<file path="src/gesp_pkg.sv">
// Package for the Gray encoder step positioner: operation codes, register
// indexes, reset constants and the item and result types.
// Depends on nothing; the track, drive and core files and the testbench import it.
`default_nettype none

package gesp_pkg;

    // Operation codes of an input transaction
    localparam logic [1:0] OP_TICK   = 2'd0;
    localparam logic [1:0] OP_ZERO   = 2'd1;
    localparam logic [1:0] OP_GOTO   = 2'd2;
    localparam logic [1:0] OP_MANUAL = 2'd3;

    // Configuration register indexes
    localparam logic REG_HALF_PERIOD  = 1'b0;
    localparam logic REG_TARGET_LIMIT = 1'b1;

    localparam int CFG_DATA_W = 16;

    // Reset values
    localparam logic [31:0] POSITION_RESET    = 32'd7086;
    localparam logic [7:0]  HALF_PERIOD_RESET = 8'd15;
    localparam logic [15:0] LIMIT_RESET       = 16'd11000;
    localparam logic [7:0]  CODE_INVERT       = 8'h7F;

    typedef struct packed {
        logic [1:0]  operation;
        logic [7:0]  encoder_code;
        logic [15:0] target;
        logic        manual_on;
        logic        manual_dir;
    } item_t;

    typedef struct packed {
        logic               step_pulse;
        logic               direction;
        logic               drive_enable;
        logic signed [31:0] position;
        logic [7:0]         angle;
        logic signed [39:0] fine_position;
        logic               arrived;
    } result_t;

    // Drive outputs after one transaction
    typedef struct packed {
        logic step_pulse;
        logic direction;
        logic drive_enable;
        logic arrived;
    } drive_res_t;

    // Current drive state, for checking
    typedef struct packed {
        logic going;
        logic manual;
        logic pulse;
    } drive_stat_t;

endpackage : gesp_pkg

`default_nettype wire

</file>
<file path="src/gesp_item_if.sv">
// Input channel of the positioner: valid/ready handshake with one item.
// Depends on nothing.
`default_nettype none

interface gesp_item_if;
    logic        valid;
    logic        ready;
    logic [1:0]  operation;
    logic [7:0]  encoder_code;
    logic [15:0] target;
    logic        manual_on;
    logic        manual_dir;

    modport source (
        output valid, operation, encoder_code, target, manual_on, manual_dir,
        input  ready
    );

    modport sink (
        input  valid, operation, encoder_code, target, manual_on, manual_dir,
        output ready
    );
endinterface : gesp_item_if

`default_nettype wire

</file>
<file path="src/gesp_result_if.sv">
// Result channel of the positioner: valid/ready handshake with one result.
// Depends on nothing.
`default_nettype none

interface gesp_result_if;
    logic               valid;
    logic               ready;
    logic               step_pulse;
    logic               direction;
    logic               drive_enable;
    logic signed [31:0] position;
    logic [7:0]         angle;
    logic signed [39:0] fine_position;
    logic               arrived;

    modport source (
        output valid, step_pulse, direction, drive_enable, position, angle,
               fine_position, arrived,
        input  ready
    );

    modport sink (
        input  valid, step_pulse, direction, drive_enable, position, angle,
               fine_position, arrived,
        output ready
    );
endinterface : gesp_result_if

`default_nettype wire

</file>
<file path="src/gesp_track.sv">
// Angle decode and multi-turn position tracking.
// Depends on gesp_pkg.
`default_nettype none

module gesp_track (
    input  wire logic          clk,
    input  wire logic          rst_n,
    input  wire logic          advance,
    input  wire gesp_pkg::item_t item,
    output logic [31:0]        pos_next,
    output logic [7:0]         angle_next
);
    import gesp_pkg::*;

    logic [31:0] position_reg;
    logic [7:0]  last_angle_reg;
    logic        primed_reg;
    logic        primed_next;
    logic [7:0]  gray;
    logic [7:0]  bin;
    logic [7:0]  delta;

    // Invert the low seven code bits and take the Gray inverse by prefix xor
    always_comb
    begin
        gray = item.encoder_code ^ CODE_INVERT;
        bin  = gray;
        bin  = bin ^ (bin >> 1);
        bin  = bin ^ (bin >> 2);
        bin  = bin ^ (bin >> 4);
    end

    // A tick subtracts the wrapped signed angle delta from the position once primed; a zero clears it
    always_comb
    begin
        delta       = bin - last_angle_reg;
        pos_next    = position_reg;
        angle_next  = last_angle_reg;
        primed_next = primed_reg;
        case (item.operation)
            OP_TICK:
            begin
                if (primed_reg)
                begin
                    pos_next = position_reg - {{24{delta[7]}}, delta};
                end
                angle_next  = bin;
                primed_next = 1'b1;
            end
            OP_ZERO:
            begin
                pos_next = '0;
            end
            default:
            begin
                pos_next = position_reg;
            end
        endcase
    end

    // Commit on each processed transaction
    always_ff @(posedge clk or negedge rst_n)
    begin
        if (!rst_n)
        begin
            position_reg   <= POSITION_RESET;
            last_angle_reg <= '0;
            primed_reg     <= 1'b0;
        end
        else if (advance)
        begin
            position_reg   <= pos_next;
            last_angle_reg <= angle_next;
            primed_reg     <= primed_next;
        end
    end

endmodule : gesp_track

`default_nettype wire

</file>
<file path="src/gesp_drive.sv">
// Motion control: goal, go and manual modes, direction and step divider.
// Depends on gesp_pkg.
`default_nettype none

module gesp_drive (
    input  wire logic            clk,
    input  wire logic            rst_n,
    input  wire logic            advance,
    input  wire gesp_pkg::item_t item,
    input  wire logic [7:0]      half_period,
    input  wire logic [15:0]     target_limit,
    input  wire logic [31:0]     pos_next,
    output gesp_pkg::drive_res_t res_next,
    output gesp_pkg::drive_stat_t stat
);
    import gesp_pkg::*;

    logic [15:0] goal_reg,    goal_next;
    logic        going_reg,   going_next;
    logic        manual_reg,  manual_next;
    logic        dir_reg,     dir_next;
    logic [7:0]  divider_reg, divider_next;
    logic        pulse_reg,   pulse_next;
    logic [15:0] clamped;
    logic [31:0] diff;
    logic        steer_dir;

    // Saturate the requested target at the limit
    assign clamped = (item.target > target_limit) ? target_limit : item.target;

    // Direction toward the goal in effect after this transaction
    always_comb
    begin
        diff      = {16'd0, goal_next} - pos_next;
        steer_dir = !((diff != '0) && !diff[31]);
    end

    always_comb
    begin
        goal_next    = goal_reg;
        going_next   = going_reg;
        manual_next  = manual_reg;
        dir_next     = dir_reg;
        divider_next = divider_reg;
        pulse_next   = pulse_reg;
        case (item.operation)
            OP_TICK:
            begin
                if (going_reg)
                begin
                    dir_next = steer_dir;
                    if (pos_next == {16'd0, goal_reg})
                    begin
                        going_next = 1'b0;
                    end
                end
                if (divider_reg >= half_period)
                begin
                    divider_next = '0;
                    if (going_next || manual_reg)
                    begin
                        pulse_next = !pulse_reg;
                    end
                end
                else
                begin
                    divider_next = divider_reg + 8'd1;
                end
            end
            OP_GOTO:
            begin
                goal_next = clamped;
                if (pos_next != {16'd0, clamped})
                begin
                    going_next  = 1'b1;
                    manual_next = 1'b0;
                    dir_next    = steer_dir;
                end
            end
            OP_MANUAL:
            begin
                if (item.manual_on)
                begin
                    manual_next = 1'b1;
                    dir_next    = item.manual_dir;
                    going_next  = 1'b0;
                end
                else
                begin
                    manual_next = 1'b0;
                end
            end
            default:
            begin
                goal_next = goal_reg;
            end
        endcase
    end

    always_comb
    begin
        res_next.step_pulse   = pulse_next;
        res_next.direction    = dir_next;
        res_next.drive_enable = going_next || manual_next;
        res_next.arrived      = (pos_next == {16'd0, goal_next});
        stat.going            = going_reg;
        stat.manual           = manual_reg;
        stat.pulse            = pulse_reg;
    end

    // Commit on each processed transaction
    always_ff @(posedge clk or negedge rst_n)
    begin
        if (!rst_n)
        begin
            goal_reg    <= '0;
            going_reg   <= 1'b0;
            manual_reg  <= 1'b0;
            dir_reg     <= 1'b0;
            divider_reg <= '0;
            pulse_reg   <= 1'b0;
        end
        else if (advance)
        begin
            goal_reg    <= goal_next;
            going_reg   <= going_next;
            manual_reg  <= manual_next;
            dir_reg     <= dir_next;
            divider_reg <= divider_next;
            pulse_reg   <= pulse_next;
        end
    end

endmodule : gesp_drive

`default_nettype wire

</file>
<file path="src/gray_encoder_step_positioner_core.sv">
// Top level of the Gray encoder step positioner: input register, config
// registers, result register. Depends on gesp_pkg, gesp_item_if,
// gesp_result_if, gesp_track and gesp_drive.
//
//  Channel   Direction  Handshake          Contents
//  item      in         valid/ready        operation, code, target, manual
//  result    out        valid/ready        pulse, direction, position, ...
//  cfg       in         cfg_wen only       half period, target limit
//
// An accepted transaction is held in the input register; when it moves on,
// the state is updated and the result register loaded, and one transaction
// is taken every cycle while the result side does not stall.
// The result register is the only stall point: while it is full and not
// taken, the input register holds and item.ready drops once it is full.
// Reset is asynchronous, active low, and leaves both stages empty.
`default_nettype none

module gray_encoder_step_positioner_core (
    input  wire logic                         clk,
    input  wire logic                         rst_n,
    gesp_item_if.sink                         item,
    gesp_result_if.source                     result,
    input  wire logic                         cfg_wen,
    input  wire logic                         cfg_index,
    input  wire logic [gesp_pkg::CFG_DATA_W-1:0] cfg_wdata
);
    import gesp_pkg::*;

    logic        s1_valid_reg;
    item_t       s1_reg;
    logic        out_valid_reg;
    result_t     result_reg;
    logic [7:0]  half_period_reg;
    logic [15:0] target_limit_reg;
    logic        out_free;
    logic        s1_move;
    logic        item_fire;
    logic [31:0] pos_next;
    logic [7:0]  angle_next;
    drive_res_t  drv_res;
    drive_stat_t drv_stat;

    // Handshake control
    assign out_free   = !out_valid_reg || result.ready;
    assign s1_move    = s1_valid_reg && out_free;
    assign item.ready = !s1_valid_reg || out_free;
    assign item_fire  = item.valid && item.ready;

    // Configuration registers
    always_ff @(posedge clk or negedge rst_n)
    begin
        if (!rst_n)
        begin
            half_period_reg  <= HALF_PERIOD_RESET;
            target_limit_reg <= LIMIT_RESET;
        end
        else if (cfg_wen)
        begin
            case (cfg_index)
                REG_HALF_PERIOD:  half_period_reg  <= cfg_wdata[7:0];
                REG_TARGET_LIMIT: target_limit_reg <= cfg_wdata[15:0];
                default:          half_period_reg  <= half_period_reg;
            endcase
        end
    end

    // Input register
    always_ff @(posedge clk or negedge rst_n)
    begin
        if (!rst_n)
        begin
            s1_valid_reg <= 1'b0;
        end
        else if (item.ready)
        begin
            s1_valid_reg <= item.valid;
        end
    end

    always_ff @(posedge clk)
    begin
        if (item_fire)
        begin
            s1_reg.operation    <= item.operation;
            s1_reg.encoder_code <= item.encoder_code;
            s1_reg.target       <= item.target;
            s1_reg.manual_on    <= item.manual_on;
            s1_reg.manual_dir   <= item.manual_dir;
        end
    end

    gesp_track u_track (
        .clk        (clk),
        .rst_n      (rst_n),
        .advance    (s1_move),
        .item       (s1_reg),
        .pos_next   (pos_next),
        .angle_next (angle_next)
    );

    gesp_drive u_drive (
        .clk          (clk),
        .rst_n        (rst_n),
        .advance      (s1_move),
        .item         (s1_reg),
        .half_period  (half_period_reg),
        .target_limit (target_limit_reg),
        .pos_next     (pos_next),
        .res_next     (drv_res),
        .stat         (drv_stat)
    );

    // Result register
    always_ff @(posedge clk or negedge rst_n)
    begin
        if (!rst_n)
        begin
            out_valid_reg <= 1'b0;
        end
        else if (out_free)
        begin
            out_valid_reg <= s1_valid_reg;
        end
    end

    always_ff @(posedge clk)
    begin
        if (s1_move)
        begin
            result_reg.step_pulse    <= drv_res.step_pulse;
            result_reg.direction     <= drv_res.direction;
            result_reg.drive_enable  <= drv_res.drive_enable;
            result_reg.position      <= pos_next;
            result_reg.angle         <= angle_next;
            result_reg.fine_position <= {pos_next, angle_next};
            result_reg.arrived       <= drv_res.arrived;
        end
    end

    assign result.valid         = out_valid_reg;
    assign result.step_pulse    = result_reg.step_pulse;
    assign result.direction     = result_reg.direction;
    assign result.drive_enable  = result_reg.drive_enable;
    assign result.position      = result_reg.position;
    assign result.angle         = result_reg.angle;
    assign result.fine_position = result_reg.fine_position;
    assign result.arrived       = result_reg.arrived;

    // Go and manual modes never run together
    a_mode_exclusive: assert property (@(posedge clk) disable iff (!rst_n)
        !(drv_stat.going && drv_stat.manual))
        else $error("going and manual run both active");

    // Only a tick may change the step pulse
    a_pulse_tick_only: assert property (@(posedge clk) disable iff (!rst_n)
        (s1_move && (s1_reg.operation != OP_TICK))
        |=> (result_reg.step_pulse == $past(drv_stat.pulse)))
        else $error("step pulse changed on a non-tick transaction");

    // An accepted transaction always lands in the input register
    a_accept_lands: assert property (@(posedge clk) disable iff (!rst_n)
        item_fire |=> s1_valid_reg)
        else $error("accepted transaction lost");

    // A result leaves only when taken
    a_result_taken: assert property (@(posedge clk) disable iff (!rst_n)
        $fell(out_valid_reg) |-> $past(result.ready))
        else $error("result dropped without handshake");

endmodule : gray_encoder_step_positioner_core

`default_nettype wire

</file>
<file path="src/flat_wrapper.sv">
// flat-port wrapper written by rule: the top's interface ports become plain ports
module gray_encoder_step_positioner_core_flat import gesp_pkg::*;
  (clk, rst_n, cfg_wen, cfg_index, cfg_wdata, item_valid, item_operation, item_encoder_code, item_target, item_manual_on, item_manual_dir, item_ready, result_valid, result_step_pulse, result_direction, result_drive_enable, result_position, result_angle, result_fine_position, result_arrived, result_ready);
  gesp_item_if item_i ();
  gesp_result_if result_i ();
  input  wire logic clk;
  input  wire logic rst_n;
  input  wire logic cfg_wen;
  input  wire logic cfg_index;
  input  wire logic [gesp_pkg::CFG_DATA_W-1:0] cfg_wdata;
  input wire logic [$bits(item_i.valid)-1:0] item_valid;
  input wire logic [$bits(item_i.operation)-1:0] item_operation;
  input wire logic [$bits(item_i.encoder_code)-1:0] item_encoder_code;
  input wire logic [$bits(item_i.target)-1:0] item_target;
  input wire logic [$bits(item_i.manual_on)-1:0] item_manual_on;
  input wire logic [$bits(item_i.manual_dir)-1:0] item_manual_dir;
  output wire logic [$bits(item_i.ready)-1:0] item_ready;
  output wire logic [$bits(result_i.valid)-1:0] result_valid;
  output wire logic [$bits(result_i.step_pulse)-1:0] result_step_pulse;
  output wire logic [$bits(result_i.direction)-1:0] result_direction;
  output wire logic [$bits(result_i.drive_enable)-1:0] result_drive_enable;
  output wire logic [$bits(result_i.position)-1:0] result_position;
  output wire logic [$bits(result_i.angle)-1:0] result_angle;
  output wire logic [$bits(result_i.fine_position)-1:0] result_fine_position;
  output wire logic [$bits(result_i.arrived)-1:0] result_arrived;
  input wire logic [$bits(result_i.ready)-1:0] result_ready;
  assign item_i.valid = item_valid;
  assign item_i.operation = item_operation;
  assign item_i.encoder_code = item_encoder_code;
  assign item_i.target = item_target;
  assign item_i.manual_on = item_manual_on;
  assign item_i.manual_dir = item_manual_dir;
  assign item_ready = item_i.ready;
  assign result_valid = result_i.valid;
  assign result_step_pulse = result_i.step_pulse;
  assign result_direction = result_i.direction;
  assign result_drive_enable = result_i.drive_enable;
  assign result_position = result_i.position;
  assign result_angle = result_i.angle;
  assign result_fine_position = result_i.fine_position;
  assign result_arrived = result_i.arrived;
  assign result_i.ready = result_ready;
  gray_encoder_step_positioner_core u_core (.clk(clk), .rst_n(rst_n), .item(item_i), .result(result_i), .cfg_wen(cfg_wen), .cfg_index(cfg_index), .cfg_wdata(cfg_wdata));
endmodule
</file>
<file path="config.mk">
export PLATFORM = sky130hd
export DESIGN_NAME = gray_encoder_step_positioner_core_flat
export DESIGN_NICKNAME = d
export VERILOG_FILES = /design/src/gesp_pkg.sv /design/src/gesp_item_if.sv /design/src/gesp_result_if.sv /design/src/gesp_track.sv /design/src/gesp_drive.sv /design/src/gray_encoder_step_positioner_core.sv /design/src/flat_wrapper.sv
export SDC_FILE = /design/constraint.sdc
export NUM_CORES = 1
export LEC_CHECK = 0
export BUFFER_PORTS_ARGS = -buffer_cell sky130_fd_sc_hd__buf_2
export CORE_MARGIN = 5
export CORE_UTILIZATION = 35
export DETAILED_ROUTE_END_ITERATION = 12
export PLACE_DENSITY_LB_ADDON = 0.15
export REMOVE_ABC_BUFFERS = 1
export SLEW_MARGIN = 20
export SYNTH_ARGS = -nofsm -noshare
export SYNTH_HDL_FRONTEND = slang
export SYNTH_HIERARCHICAL = 1
export SYNTH_SLANG_ARGS = --single-unit
</file>
<file path="constraint.sdc">
create_clock -name clk -period 7.8 [get_ports clk]
set_input_delay 1.56 -clock clk [delete_from_list [all_inputs] [get_ports clk]]
set_output_delay 1.56 -clock clk [all_outputs]
set_load 0.005 [all_outputs]
</file>
==> results of run 1 <==
## layout make-up
cell class | instances | area (µm²)
Inverter | 69 | 259
Timing Repair Buffer | 225 | 1360
Sequential cell | 167 | 4570
Multi-Input combinational cell | 985 | 7130
Tap cell | 455 | 569
Clock inverter | 11 | 109
Clock buffer | 21 | 472
Fill cell | 3464 | 20100
## cells in the final DEF (no fill, tap or decap), types with 22 or more instances in the layout
cell type	instances
sky130_fd_sc_hd__edfxtp_1	72
sky130_fd_sc_hd__buf_2	134
sky130_fd_sc_hd__mux2i_1	22
sky130_fd_sc_hd__nor2_1	77
sky130_fd_sc_hd__nand2_1	132
sky130_fd_sc_hd__inv_1	68
sky130_fd_sc_hd__mux2_2	30
sky130_fd_sc_hd__nor4_1	22
sky130_fd_sc_hd__xnor2_1	33
sky130_fd_sc_hd__a21oi_1	61
sky130_fd_sc_hd__a21o_1	22
sky130_fd_sc_hd__dfrtp_1	74
sky130_fd_sc_hd__buf_4	90
sky130_fd_sc_hd__ha_1	51
sky130_fd_sc_hd__nand3_1	42
sky130_fd_sc_hd__nor3_1	36
sky130_fd_sc_hd__nand4_1	26
sky130_fd_sc_hd__o21ai_0	74
## timing repair
action / in CTS / in global routing
resized for setup: 2 / 62
setup endpoints to repair: 3 / 5
hold buffers: 0 / 0
pin swaps: 0 / 26
setup buffers: 0 / 16
## per-stage QoR
| step | area (µm²) | TNS [ps] | total power, W |
|---|---|---|---|
| 6_report | 14500 | 0 | 0.00564 |
| 5_1_grt | 14500 | -253 | 0.00603 |
| 4_1_cts | 14000 | 0 | 0.00539 |
| 3_5_place_dp | 13400 | -40.2 | 0.00448 |
| 3_3_place_gp | 13400 | 0 | 0.00449 |
| 2_1_floorplan | 11600 | 0 | 0.00340 |
## critical path: cells and delay by family, from the launching register on
kind                       cells  cell delay, ps
AOI/OAI and AO/OA             13            2240
xor gates and xnor gates       8            1440
adders and majority gates      3             920
buffers and inverters          2             340
DFF                            1             410
muxes                          1             280
and+or+nand+nor                8            1740
## power by group through the flow
stage	registers [W]	logic [W]	clock network, W
detailed placement	0.00140	0.00308	0
global route	0.00143	0.00367	0.000937
global placement	0.00140	0.00309	0
finish	0.00139	0.00337	0.000878
floorplan	0.00136	0.00205	0
CTS	0.00139	0.00310	0.000904
## worst max-delay path by stage
stage                      startpoint                       to  slack, ps  cells past startpoint
finish              u_core/s1_reg[24]  u_core/result.direction        260                     35
global route        u_core/s1_reg[24]  u_core/result.direction       -120                     34
floorplan           u_core/s1_reg[25]  u_core/result.direction          3                     34
detailed placement  u_core/s1_reg[25]  u_core/result.direction        -40                     36
CTS                 u_core/s1_reg[25]  u_core/result.direction         10                     34
global placement    u_core/s1_reg[25]  u_core/result.direction        110                     34
## layer usage
layer  vias up  GRT usage (%)  share of wire (%)
li1       5149              -                  -
met1      5202           28.2                 48
met2       362           29.5                 44
met3        55           3.29                4.9
met4         0           6.70                2.7
met5         -              0                  0
==> reports/summary.log, run 1 <==
INFO  outcome        status=complete, no violations
INFO  job            maxCapViolCount=0
INFO  setup_path     largest_incremental_delay_on_the_critical_path=520ps
INFO  setup_path     critical_path.reg2reg.startpoint=u_core/s1_reg[24]
INFO  timing         skew=22.1ps
INFO  clock_tree     cts_buffer_depth=2
INFO  drt            vias=10768
INFO  global_route   global_route.usage.total=19.5%
INFO  drt            drt-total-wl=38800µm
INFO  clock_tree     clock_pin_slew_on_the_worst_setup_and_hold_paths=80ps
INFO  timing         fin_hold_ws=477ps
INFO  global_route   via_count_of_the_first_global_routing_pass=10194
INFO  floorplanning  number_of_rows_in_the_core_area=68
INFO  clock_tree     clock_sinks=167
INFO  timing         timing.max_slew.rel_slack=29.1%
INFO  timing         hold_viol=0
INFO  timing         setup_slack=262ps
INFO  pwr            p_seq_share=24.7%
INFO  timing         finalWorstPathRequiredPeriod=7540ps
INFO  setup_path     critical_path.most_common_cell=sky130_fd_sc_hd__xnor2_2
INFO  timing         setup_viol=0
INFO  timing         tightest_slew=1060ps
INFO  drt            drt_antenna_net_count=0
INFO  timing         slew_viol_final=0
INFO  pwr            leakagePower=6.01nW
INFO  pwr            total_switching_power=0.00257W
INFO  timing         fmaxAchievable=133MHz
INFO  global_route   total_global_routing_overflow=0
INFO  clock_tree     clock-root-buffer=sky130_fd_sc_hd__clkbuf_16
INFO  layout         final_cells=1933
INFO  floorplanning  top_level_ports=136
INFO  layout         share_of_final_layout_standard_cells_stronger_than_drive_strength_1=27.1%
INFO  pwr            p_int=0.00307W
INFO  setup_path     r2r_end=u_core/result.direction
INFO  place          dp_worst_setup_slack=-40.2ps
INFO  place          place.detailed.hpwl=28600µm
INFO  global_route   grt_max_degree=62
INFO  clock_tree     htree_levels=4
INFO  drt            drt-wirelength-per-cell=20.1µm
INFO  global_route   grt_antenna_before_repair=1
INFO  yosys          ys.warnings.count=6
INFO  place          gp_congestion=0.932
INFO  setup_path     arr_time_crit_path=7850ps
INFO  pwr            pwr-share-clk=15.6%
INFO  clock_tree     worstSkewPairLatency=470ps
INFO  clock_tree     cts_inserted_buffers=17
INFO  drt            detail_route.drc_violations=0
INFO  setup_path     crit_fanout=8
INFO  clock_tree     clock_tree_from_tritoncts=done
INFO  yosys          synthesis.instances=1334
INFO  worst_hold_path hold_path_class=register to register
INFO  pwr            power_density=390nW/µm²
INFO  place          dp.cells=1885
INFO  worst_hold_path min_delay_worst_endpoint=u_core/result.valid
INFO  place          place.port_buffers=135
INFO  drt            route.detailed.vias_per_inst=5.57
INFO  layout         final_net_count=1574
INFO  yosys          postSynthAreaPerCell=9.18µm²
INFO  worst_hold_path hold_path.startpoint=u_core/s1_valid_reg
INFO  setup_path     timing.critical_path.slowest_stage_cell=sky130_fd_sc_hd__or4_4
INFO  layout         diodes=0
INFO  worst_hold_path timing.hold.worst_path_depth=1
INFO  floorplanning  core-area=34500µm²
INFO  setup_path     timing.reg2reg.setup_slack=260ps
INFO  setup_path     criticalPathCategory=register to register
INFO  drt            dr.pass1.iters=6
INFO  timing         unrepaired_setup_endpoints_after_global_routing=true
INFO  floorplanning  floorplan.die_area=38800µm²
INFO  floorplanning  overall_die_width=197µm
INFO  pwr            comb_power_share=59.8%
INFO  timing         period_share=96.6%
INFO  setup_path     setup.worst_path.end_class=register
INFO  yosys          mappedNetlistArea=12200µm²
INFO  setup_path     cp_data_required_time=8120ps
INFO  layout         utilization=41.9%
INFO  setup_path     worstRegToRegCells=35
INFO  global_route   grt_pass1_wl=59400µm
INFO  floorplanning  floorplan.initialDensity=35.5%
INFO  drt            initialDrtViolationCount=784
INFO  floorplanning  die_h=197µm
INFO  setup_path     setup.worst_path.start_class=register
INFO  pwr            power.share.switching=45.6%
INFO  layout         area_delta_synth_final=18.1%
INFO  pwr            worst_ir_drop_vdd=0.208mV
No activity file was read; power rests on OpenSTA's default activity.
==> run 2: changes to the inputs <==
CORE_UTILIZATION = 27   (was 35)
==> run 2 against run 1 <==
  * Hold slack improved by 20 ps
  * Largest cell class unchanged
  * Largest power group unchanged
  * Critical path type unchanged
  * Highest routed layer unchanged
  * Register-to-register slack better by 40 ps
  * Sequential power is essentially flat
  * Final cell count rose by 8.4%
  * Final area is 3.0% higher
  * Routed wire length up 3.6%
  * Combinational power up 3%
==> reports/summary.log, run 2 (synthesis gave the netlist of run 1 again) <==
INFO  outcome        status=complete, no violations
INFO  timing         skew=13.9ps
INFO  clock_tree     cts_inserted_buffers=17
INFO  drt            dr.pass1.iters=6
INFO  floorplanning  floorplan.die_area=49700µm²
INFO  floorplanning  die_h=223µm
INFO  layout         diodes=0
INFO  timing         fmaxAchievable=133MHz
INFO  clock_tree     htree_levels=4
INFO  layout         area_delta_synth_final=21.6%
INFO  setup_path     cp_data_required_time=8000ps
INFO  drt            initialDrtViolationCount=681
INFO  timing         finalWorstPathRequiredPeriod=7500ps
INFO  drt            drt-wirelength-per-cell=19.2µm
INFO  timing         slew_viol_final=0
INFO  timing         tightest_slew=1050ps
INFO  clock_tree     clock_pin_slew_on_the_worst_setup_and_hold_paths=80ps
INFO  place          dp.cells=2049
INFO  layout         layout_commonest_cell=sky130_fd_sc_hd__buf_2
INFO  clock_tree     clock_sinks=167
INFO  setup_path     arr_time_crit_path=7700ps
INFO  layout         share_of_final_layout_standard_cells_stronger_than_drive_strength_1=29.4%
INFO  pwr            worst_ir_drop_vdd=0.177mV
INFO  setup_path     criticalPathCategory=register to register
INFO  global_route   via_count_of_the_first_global_routing_pass=10205
INFO  setup_path     setup.worst_path.start_class=register
INFO  place          gp_congestion=0.883
INFO  drt            route.detailed.vias_per_inst=5.08
INFO  timing         fin_hold_ws=497ps
INFO  timing         setup-tns-final=0ps
INFO  global_route   grt_pass1_wl=61800µm
INFO  worst_hold_path hold_path_class=register to register
INFO  global_route   global_route.usage.total=15.9%
INFO  place          place.detailed.hpwl=30000µm
INFO  layout         fin_area=14900µm²
INFO  setup_path     critical_path.most_common_cell=sky130_fd_sc_hd__xnor2_2
INFO  pwr            power_density=386nW/µm²
INFO  floorplanning  floorplan.initialDensity=27.2%
INFO  pwr            design_power_total=0.00576W
INFO  clock_tree     worstSkewPairLatency=480ps
INFO  floorplanning  core-area=45100µm²
INFO  setup_path     largest_incremental_delay_on_the_critical_path=420ps
INFO  global_route   total_global_routing_overflow=0
INFO  global_route   grt_max_degree=58
INFO  drt            drt_antenna_net_count=0
INFO  clock_tree     clock_tree_from_tritoncts=done
INFO  timing         timing.max_slew.rel_slack=29.4%
INFO  pwr            leakagePower=6.14nW
INFO  floorplanning  top_level_ports=136
INFO  setup_path     timing.critical_path.slowest_stage_cell=sky130_fd_sc_hd__edfxtp_1
INFO  timing         period_share=96.2%
INFO  layout         most-common-layout-cells=sky130_fd_sc_hd__buf_2 (134), sky130_fd_sc_hd__nand2_1 (130), sky130_fd_sc_hd__buf_4 (107)
INFO  drt            drt-total-wl=40200µm
INFO  clock_tree     clock-root-buffer=sky130_fd_sc_hd__clkbuf_16
INFO  timing         setup_viol=0
INFO  place          place.port_buffers=135
INFO  global_route   grt_antenna_before_repair=0
INFO  place          post_dp_cell_area=13800µm²
INFO  setup_path     crit_fanout=4
INFO  timing         hold_viol=0
INFO  setup_path     setup.worst_path.end_class=register
INFO  clock_tree     cts-hold-fix-buffers=0
INFO  floorplanning  number_of_rows_in_the_core_area=78
INFO  job            maxCapViolCount=0
INFO  layout         final_net_count=1591
INFO  drt            vias=10633
INFO  drt            detail_route.drc_violations=0
INFO  timing         unrepaired_setup_endpoints_after_global_routing=true
INFO  layout         final_cells=2095
INFO  floorplanning  overall_die_width=223µm
INFO  clock_tree     cts_buffer_depth=2
-- run 2: changes by cell type in the layout (fill, tap and decap cells not counted), moves of 3 or more --
cell | before | now
sky130_fd_sc_hd__a21oi_1 | 61 | 58
sky130_fd_sc_hd__a21oi_2 | 4 | 7
sky130_fd_sc_hd__buf_4 | 90 | 107
sky130_fd_sc_hd__clkinv_8 | 0 | 3
sky130_fd_sc_hd__inv_8 | 1 | 4
sky130_fd_sc_hd__o21ai_0 | 74 | 70
sky130_fd_sc_hd__o21ai_1 | 9 | 13
-- run 2: area by class of cell --
class	instances	area, µm²
flip-flops and latches	167	4570
multi-input cells	985	7230
fillers	4689	30200
clock inverters	15	180
inverters	69	259
repair buffers	242	1490
well taps	600	751
clock buffers	17	425
-- run 2: repair_timing --
| item | CTS | global route |
|---|---|---|
| pin swaps | 3 | 32 |
| gates resized for setup | 12 | 78 |
| gates cloned | 0 | 0 |
| endpoints found under the setup margin | 5 | 5 |
| buffers inserted | 3 | 11 |
-- run 2: power by group --
group	switching [W]	internal [W]	total (W)
Combinational	0.00197	0.00150	0.00347
Sequential	0.000235	0.00116	0.00139
Clock	0.000431	0.000458	0.000889
Total	0.00264	0.00312	0.00576
-- run 2: through the flow --
stage               util (%)  setup slack (ps)
floorplan                  -              3.37
global placement        30.5             -45.8
detailed placement      30.5             -87.0
CTS                     32.1              25.0
global route            33.0             -84.2
finish                  33.0               299
-- run 2: worst max-delay path: cells and delay by family, from the launching register on --
| kind | cells | cell delay [ps] |
|---|---|---|
| and+or+nand+nor | 10 | 1950 |
| DFF | 1 | 420 |
| AOI/OAI and AO/OA | 11 | 2010 |
| adders and majority gates | 3 | 700 |
| xor gates and xnor gates | 8 | 1460 |
| buffers and inverters | 4 | 670 |
-- run 2: final timing paths --
path                                           from                               to  slack (ps)  cells past startpoint
min in group asynchronous                     rst_n  u_core/u_track/position_reg[26]        1100                      1
worst min register to register  u_core/s1_valid_reg              u_core/result.valid         500                      1
worst max register to register    u_core/s1_reg[24]       u_core/result.drive_enable         300                     36
max in group asynchronous                     rst_n  u_core/u_track/position_reg[10]        5450                      2
worst max-delay path              u_core/s1_reg[24]       u_core/result.drive_enable         300                     36
worst min-delay path            u_core/s1_valid_reg              u_core/result.valid         500                      1
-- run 2: routing by layer --
layer	track usage (%)	share of wire, %	vias up
met5	0	0	-
met4	4.09	1.5	0
li1	-	-	5189
met1	23.1	50	5153
met2	24.1	44	262
met3	3.38	4.6	29
